`src/rtl/core/tcg_pkg.sv`:
```
`default_nettype none

package tcg_pkg;

    // Input event codes.
    localparam logic [2:0] MODE_TOGGLE = 3'd0;
    localparam logic [2:0] MODE_CHAR   = 3'd1;
    localparam logic [2:0] MODE_ENTER  = 3'd2;
    localparam logic [2:0] MODE_BKSP   = 3'd3;
    localparam logic [2:0] MODE_READ   = 3'd4;

    // Character codes.
    localparam logic [7:0] CH_NEWLINE   = 8'h0A;
    localparam logic [7:0] CH_SPACE     = 8'h20;
    localparam logic [7:0] CH_DOLLAR    = 8'h24;
    localparam logic [7:0] CH_BACKQUOTE = 8'h60;
    localparam logic [7:0] CH_TILDE     = 8'h7E;
    localparam logic [7:0] CH_FIRST     = 8'h20;
    localparam logic [7:0] CH_LAST      = 8'h7E;

    // Command queue between the front and the back.
    localparam int QDEPTH = 2;
    localparam int QAW    = $clog2(QDEPTH);

    typedef enum logic [2:0] {
        K_TOGGLE,
        K_CHAR,
        K_ENTER,
        K_BKSP,
        K_READ,
        K_NOP
    } t_kind;

    typedef struct packed {
        t_kind      kind;
        logic [7:0] code;
        logic [4:0] row;
        logic [5:0] col;
    } t_cmd;

    typedef struct packed {
        logic       consumed;
        logic [7:0] cell_char;
        logic [4:0] cursor_row;
        logic [5:0] cursor_col;
        logic       console_on;
        logic [8:0] line_count;
    } t_result;

endpackage

`default_nettype wire

```
`src/rtl/core/tcg_front.sv`:
```
`default_nettype none

module tcg_front #(
    parameter int ROWS = 32,
    parameter int COLS = 64
) (
    input  wire logic          i_clk,
    input  wire logic          i_rst_n,
    input  wire logic          i_push,
    input  wire logic          i_hold,
    output logic               o_full,
    input  wire logic [2:0]    i_mode,
    input  wire logic [7:0]    i_char_code,
    input  wire logic [4:0]    i_read_row,
    input  wire logic [5:0]    i_read_col,
    output logic               o_cmd_valid,
    output tcg_pkg::t_cmd      o_cmd,
    input  wire logic          i_cmd_pop
);

    tcg_pkg::t_cmd                  cmd_in;
    tcg_pkg::t_cmd                  r_q [tcg_pkg::QDEPTH];
    logic [tcg_pkg::QAW-1:0]        r_wp;
    logic [tcg_pkg::QAW-1:0]        r_rp;
    logic [tcg_pkg::QAW:0]          r_cnt;
    logic                           push_ok;
    logic                           pop_ok;

    // Characters that can never be printed, reads outside the grid and spare event
    // codes change nothing, so they are reduced to a no-op here.
    always_comb begin
        cmd_in.code = i_char_code;
        cmd_in.row  = i_read_row;
        cmd_in.col  = i_read_col;
        unique case (i_mode)
            tcg_pkg::MODE_TOGGLE: cmd_in.kind = tcg_pkg::K_TOGGLE;
            tcg_pkg::MODE_CHAR: begin
                if (i_char_code >= tcg_pkg::CH_FIRST && i_char_code <= tcg_pkg::CH_LAST &&
                    i_char_code != tcg_pkg::CH_BACKQUOTE &&
                    i_char_code != tcg_pkg::CH_TILDE) begin
                    cmd_in.kind = tcg_pkg::K_CHAR;
                end else begin
                    cmd_in.kind = tcg_pkg::K_NOP;
                end
            end
            tcg_pkg::MODE_ENTER: cmd_in.kind = tcg_pkg::K_ENTER;
            tcg_pkg::MODE_BKSP:  cmd_in.kind = tcg_pkg::K_BKSP;
            tcg_pkg::MODE_READ: begin
                if (32'(i_read_row) < ROWS && 32'(i_read_col) < COLS) begin
                    cmd_in.kind = tcg_pkg::K_READ;
                end else begin
                    cmd_in.kind = tcg_pkg::K_NOP;
                end
            end
            default: cmd_in.kind = tcg_pkg::K_NOP;
        endcase
    end

    assign o_full      = (r_cnt == (tcg_pkg::QAW+1)'(tcg_pkg::QDEPTH)) || i_hold;
    assign push_ok     = i_push && !o_full;
    assign o_cmd_valid = (r_cnt != '0);
    assign pop_ok      = i_cmd_pop && o_cmd_valid;
    assign o_cmd       = r_q[r_rp];

    always_ff @(posedge i_clk) begin
        if (!i_rst_n) begin
            r_wp  <= '0;
            r_rp  <= '0;
            r_cnt <= '0;
        end else begin
            if (push_ok) begin
                r_wp <= r_wp + 1'b1;
            end
            if (pop_ok) begin
                r_rp <= r_rp + 1'b1;
            end
            if (push_ok && !pop_ok) begin
                r_cnt <= r_cnt + 1'b1;
            end else if (pop_ok && !push_ok) begin
                r_cnt <= r_cnt - 1'b1;
            end
        end
    end

    always_ff @(posedge i_clk) begin
        if (push_ok) begin
            r_q[r_wp] <= cmd_in;
        end
    end

endmodule

`default_nettype wire

```
`config.mk`:
```
export PLATFORM = sky130hd
export DESIGN_NAME = tcg_front
export DESIGN_NICKNAME = d
export VERILOG_FILES = /design/src/rtl/core/tcg_pkg.sv /design/src/rtl/core/tcg_front.sv
export SDC_FILE = /design/constraint.sdc
export NUM_CORES = 1
export LEC_CHECK = 0
export ABC_CLOCK_PERIOD_IN_PS = 4270
export BUFFER_PORTS_ARGS = -buffer_cell sky130_fd_sc_hd__buf_2
export CORE_AREA = 3 3 66 68
export DETAILED_ROUTE_END_ITERATION = 8
export DIE_AREA = 0 0 69 71
export HOLD_SLACK_MARGIN = 0.06
export PLACE_DENSITY_LB_ADDON = 0.2
export SLEW_MARGIN = 20
export SYNTH_ARGS = -nofsm -noshare
export SYNTH_HDL_FRONTEND = slang
export SYNTH_SLANG_ARGS = --single-unit
```
`constraint.sdc`:
```
create_clock -name i_clk -period 4.27 [get_ports i_clk]
set_input_delay 0 -clock i_clk [delete_from_list [all_inputs] [get_ports i_clk]]
set_output_delay 0 -clock i_clk [all_outputs]
set_load 0.005 [all_outputs]
```
# Word-level counts from Yosys, hierarchy flattened
# Memory sizes are Yosys's and may differ from the RTL's. A register that Yosys moved wholly into a read port is not among the register bits.
# Index checks and enable logic that the tools add are counted.
[word_totals]
latchBits = 0
mem_count = 1
out_inout_bits = 24
romBits = 0
ram_bits = 44
regBits = 4
[memory_table]
columns = ["name", "depth", "width", "read_ports", "rd_ports_with_merged_regs", "write_ports", "line_no", "text"]
rows = [
  ["r_q", 2, 22, 1, 1, 1, "tcg_front.sv:22", "tcg_pkg::t_cmd r_q [tcg_pkg::QDEPTH];"],
]
[classes]
n_mux = 8
n_reduce_logical = 14
n_addsub = 4
n_lt_le_gt_ge = 2
n_eq_ne = 7
div = 0
multipliers = 0
bitwise = 0
shift = 0
[ops]
columns = ["cell", "count"]
rows = [
  ["8-bit by 7-bit != test with 1-bit output (second input constant)", 2],
  ["3-bit case mux with 5 select lines", 1],
  ["8-bit by 6-bit greater-or-equal comparator with 1-bit output (second input constant)", 1],
  ["8-bit by 7-bit <= comparator with 1-bit output (second input constant)", 1],
  ["1-bit logical AND", 7],
  ["3-bit by 2-bit equality test with 1-bit output (second input constant)", 2],
  ["1-bit 2-to-1 mux", 4],
  ["2-bit 2-to-1 mux", 2],
  ["2-bit nonzero test", 2],
  ["3-bit by 1-bit equality test with 1-bit output (second input constant)", 1],
  ["3-bit equality test (second input constant)", 1],
  ["1-bit logical NOT", 3],
  ["3-bit logical NOT", 1],
  ["3-bit 2-to-1 mux", 1],
  ["1-bit adder (second input constant)", 2],
  ["2-bit by 1-bit adder with 2-bit output (second input constant)", 1],
  ["2-bit equality test (second input constant)", 1],
  ["2-bit by 1-bit subtractor with 2-bit output (second input constant)", 1],
  ["1-bit logical OR", 1],
]

# Longest topological paths before layout
[depth]
word_depth = 8
mapped_depth = 6
depth_no_buf = 6

# Worst setup path before layout
# OpenSTA, ideal clock, no wires.
[synth_timing]
path_kind = "flip-flop to flip-flop"
start = "reg r_cnt[0] (netlist name)"
end = "mem r_q[0][0] (netlist name) (enable)"
synth_period_minus_slack_ps = 2176
path_slack_ps = 2094
arrival_time_ps = 1759
n_path_buf = 0
required_ps = 3852
stages_incl_launch_ff = 3
cell_sequence = "dfxtp_1 -> nor2b_1 -> nor4_2"
[synth_via]
elab_chain_cells = 6
[synth_lines]
columns = ["element", "line_no", "text"]
rows = [
  ["from (decl)", "tcg_front.sv:25", "logic [tcg_pkg::QAW:0] r_cnt;"],
  ["from (signal assigned)", "tcg_front.sv:78", "r_cnt <= r_cnt + 1'b1;"],
  ["from (signal assigned)", "tcg_front.sv:80", "r_cnt <= r_cnt - 1'b1;"],
  ["2-bit equality test", "tcg_front.sv:59", "assign o_full = (r_cnt == (tcg_pkg::QAW+1)'(tcg_pkg::QDEPTH)) || i_hold;"],
  ["1-bit logical OR", "tcg_front.sv:59", ""],
  ["1-bit logical NOT", "tcg_front.sv:60", "assign push_ok = i_push && !o_full;"],
  ["1-bit logical AND", "tcg_front.sv:60", ""],
  ["1-bit 2-to-1 mux", "tcg_front.sv:86", "if (push_ok) begin"],
  ["1-bit 2-to-1 mux (not written as such)", "tcg_front.sv:87", "r_q[r_wp] <= cmd_in;"],
  ["to (decl)", "tcg_front.sv:22", ""],
]
# Every way passes these cells.

# Worst setup path in the final report
[layout_timing]
start = "reg r_cnt[0] (netlist name)"
end = "mem r_q[1][18] (netlist name) (enable)"
[layout_via]
elab_chain_cells = 6
[layout_lines]
columns = ["element", "line_no", "text"]
rows = [
  ["2-bit equality test", "tcg_front.sv:59", ""],
  ["1-bit logical OR", "tcg_front.sv:59", ""],
  ["1-bit logical NOT", "tcg_front.sv:60", ""],
  ["1-bit logical AND", "tcg_front.sv:60", ""],
  ["named net push_ok", "tcg_front.sv:26", "logic push_ok;"],
  ["1-bit 2-to-1 mux", "tcg_front.sv:86", ""],
  ["1-bit 2-to-1 mux (not written as such)", "tcg_front.sv:87", ""],
]
# The timed path passes the listed nets, and every way through them passes these cells.

==> summary.txt <==
status = completed
gr usage total = 0.142
switching power = 0.000308 W
Initial DRT Pass Iterations = 4
die area = 0.00490 mm2
CTS max path bufs = 2
delay-heaviest family, CP = simple AND/OR/NAND/NOR gates
library cells used by synthesis = 24
setup TNS = 0 ns
Synth area leader = edfxtp_1
dpl ws = 2.24 ns
syn avg cell area = 17.9 um2
Crit path required time = 4.19 ns
synth warn = 0
Iter 0 DRT Violations = 43
Async S/R FF share, synth = 0
gr busiest metal = met2
P_int = 0.000975 W
CTS tree = done
minimum clock period = 2.01 ns
syn_nets = 133
fin nets = 212
total gr overflow = 0
Synth-to-Final Area Change = 36.3%
Reg2Reg Launch Point = r_cnt[0]
post-cts sizing count = 0
max-slew violations = 0
Lkg Pwr = 0.979 nW
vias per std cell = 4.79
Setup Skew = 0.00479 ns
# diodes = 0
num rows = 23
Worst-path clk slew = 0.08 ns
Die Height = 71 um
final std cells w/o fill = 235
worst vdd ir = 0.324 mV
die width = 69 um
register area share after synthesis = 0.755
global routing usage on met2 = 0.264
kind of critical path = register to register
Avg WL per Cell = 14.1 um
reg2reg end = r_q[1][18]
Buffers & Inverters on Critical Path = 0
ranking of synthesized cells by area = edfxtp_1 (70%), mux2_2 (13%), dfxtp_1 (5.3%)
Max-Cap Viols = 0
hold path startpoint = i_mode[1]
worst setup margin = 2.26 ns
crit path max fanout = 22
most frequent cells in the layout = buf_2 (50), edfxtp_1 (44), dlygate4sd3_1 (23), mux2_2 (22)
sequential power share = 0.487
Final Hold Viols = 0
clock root buffer = clkbuf_8
core footprint = 0.00391 mm2
Min-Delay Path Class = primary input to register
met1 usage = 0.156
largest net degree at the start of global routing = 24
Startpoint Class = register
CP cell instances = nor2b_1 > nor3_1 > and2_1
met3 Usage GRT = 0.0511
antenna violations before repair = 0
Worst-Margin Slew = 1.01 ns
WP data arrival = 1.93 ns
# IOs = 51
GPL Wtd Cong = 0.838
DP HPWL = 2120 um
Seq cells post-synth = 49
R2R cell count = 3
most common cell after layout, fill and taps aside = buf_2
first-pass GRT wire length = 5360 um
Post-synth EDFFs = 44
synthesized cell area = 0.00188 mm2
Crit-path slowest cell = and2_1
port buffer count = 50
switching fraction of total power = 0.240
Initial Utilization = 0.481
headroom to the max-slew limit = 0.327
residual DRC count = 0
worst skew pair latency = 0.30 ns
Mapped Cells = 105
total wire length = 3320 um
clock power share = 0.293
r2r setup slk = 2.26 ns
pwr dens = 500 mW/mm2
Fmax achieved = 498 MHz
Levels on crit path = 3
CTS Buf Count = 5
Final period util = 0.470
Final setup viols = 0
layout cells sized above 1 = 0.449
H-tree depth = 2
delay of the slowest critical-path stage = 0.84 ns
CTS sink count = 49
DP Cell Count = 204
Min-Delay Endpoint = r_q[0][20]
Routed Antenna Nets = 0
hold depth = 2
vias post-DR = 1126
type of element capturing the critical path = register
top-area cell type share of the netlist area = 0.702
combinational power share = 0.220
vias in the first global route = 1219
Main synth FF type = edfxtp_1
RSZ-0062 raised after global routing = false
[state kept, by name (all words and copies together) (netlist names), named ones only]
register,count
r_cnt,2
r_wp,1
r_rp,1
r_q,44
[Yosys cell counts, types with 2 or more instances]
cell type and instances:
edfxtp_1 44, mux2_2 22, dfxtp_1 5, nor2_1 4, inv_1 3, nor2b_1 3
xor2_1 3, a21oi_1 2, buf_2 2, o21a_1 2, o21ai_0 2
[kinds of logic after synthesis]
logic type,Yosys count,share of synthesized area
adder cells (fa/ha/maj),1,0.00665
buffers and inverters,5,0.0113
multiplexers,22,0.132
AO/OA/AOI/OAI,10,0.0339
AND/OR/NAND/NOR,15,0.0472
XOR/XNOR,3,0.0140
flip-flops,49,0.755
[metrics by stage]
stage	hold WS [ns]	total power [W]	util	area [um2]
after floorplan	0.0729	0.000788	-	1880
after global placement	0.193	0.000893	0.562	2200
after detailed placement	0.194	0.000906	0.562	2200
after CTS	0.0651	0.00130	0.655	2560
after global routing	0.104	0.00135	0.655	2560
final	0.0698	0.00128	0.655	2560
[what timing repair did]
item	4_1_cts	5_1_grt
hold buffers	23	0
buffers inserted	0	0
endpoints found under the setup margin	0	0
endpoints found under the hold margin	47	0
[layout make-up]
cell class | count | area (um2)
Clock buffer | 5 | 68.8
Clock inverter | 3 | 65.1
Fill cell | 312 | 1350
Inverter | 3 | 11.3
Multi-Input combinational cell | 51 | 448
Sequential cell | 49 | 1420
Tap cell | 50 | 62.6
Timing Repair Buffer | 74 | 488
[how the worst max path moves through the flow]
| stage | end | slack (ns) | startpoint |
|---|---|---|---|
| 4_1_cts | r_q[1][20] | 2.20 | r_cnt[0] |
| 5_1_grt | r_q[1][15] | 2.07 | r_cnt[0] |
| 3_5_place_dp | r_q[1][6] | 2.24 | r_cnt[0] |
| 3_3_place_gp | r_q[1][0] | 2.33 | r_cnt[0] |
| 6_report | r_q[1][18] | 2.26 | r_cnt[0] |
| 2_1_floorplan | r_q[0][0] | 2.09 | r_cnt[0] |
[power groups by stage]
stage	Sequential, W	Combinational (W)	Clock [W]
floorplan	0.000604	0.000184	0
global placement	0.000634	0.000259	0
detailed placement	0.000638	0.000268	0
CTS	0.000628	0.000287	0.000381
global route	0.000634	0.000310	0.000405
finish	0.000624	0.000283	0.000376
[metal layers]
layer | wire length [um] | up-vias
met5 | 0 | -
met4 | 29 | 0
met3 | 190 | 4
met2 | 1840 | 35
met1 | 1260 | 529
li1 | - | 558
(Power assumes the default switching activity.)
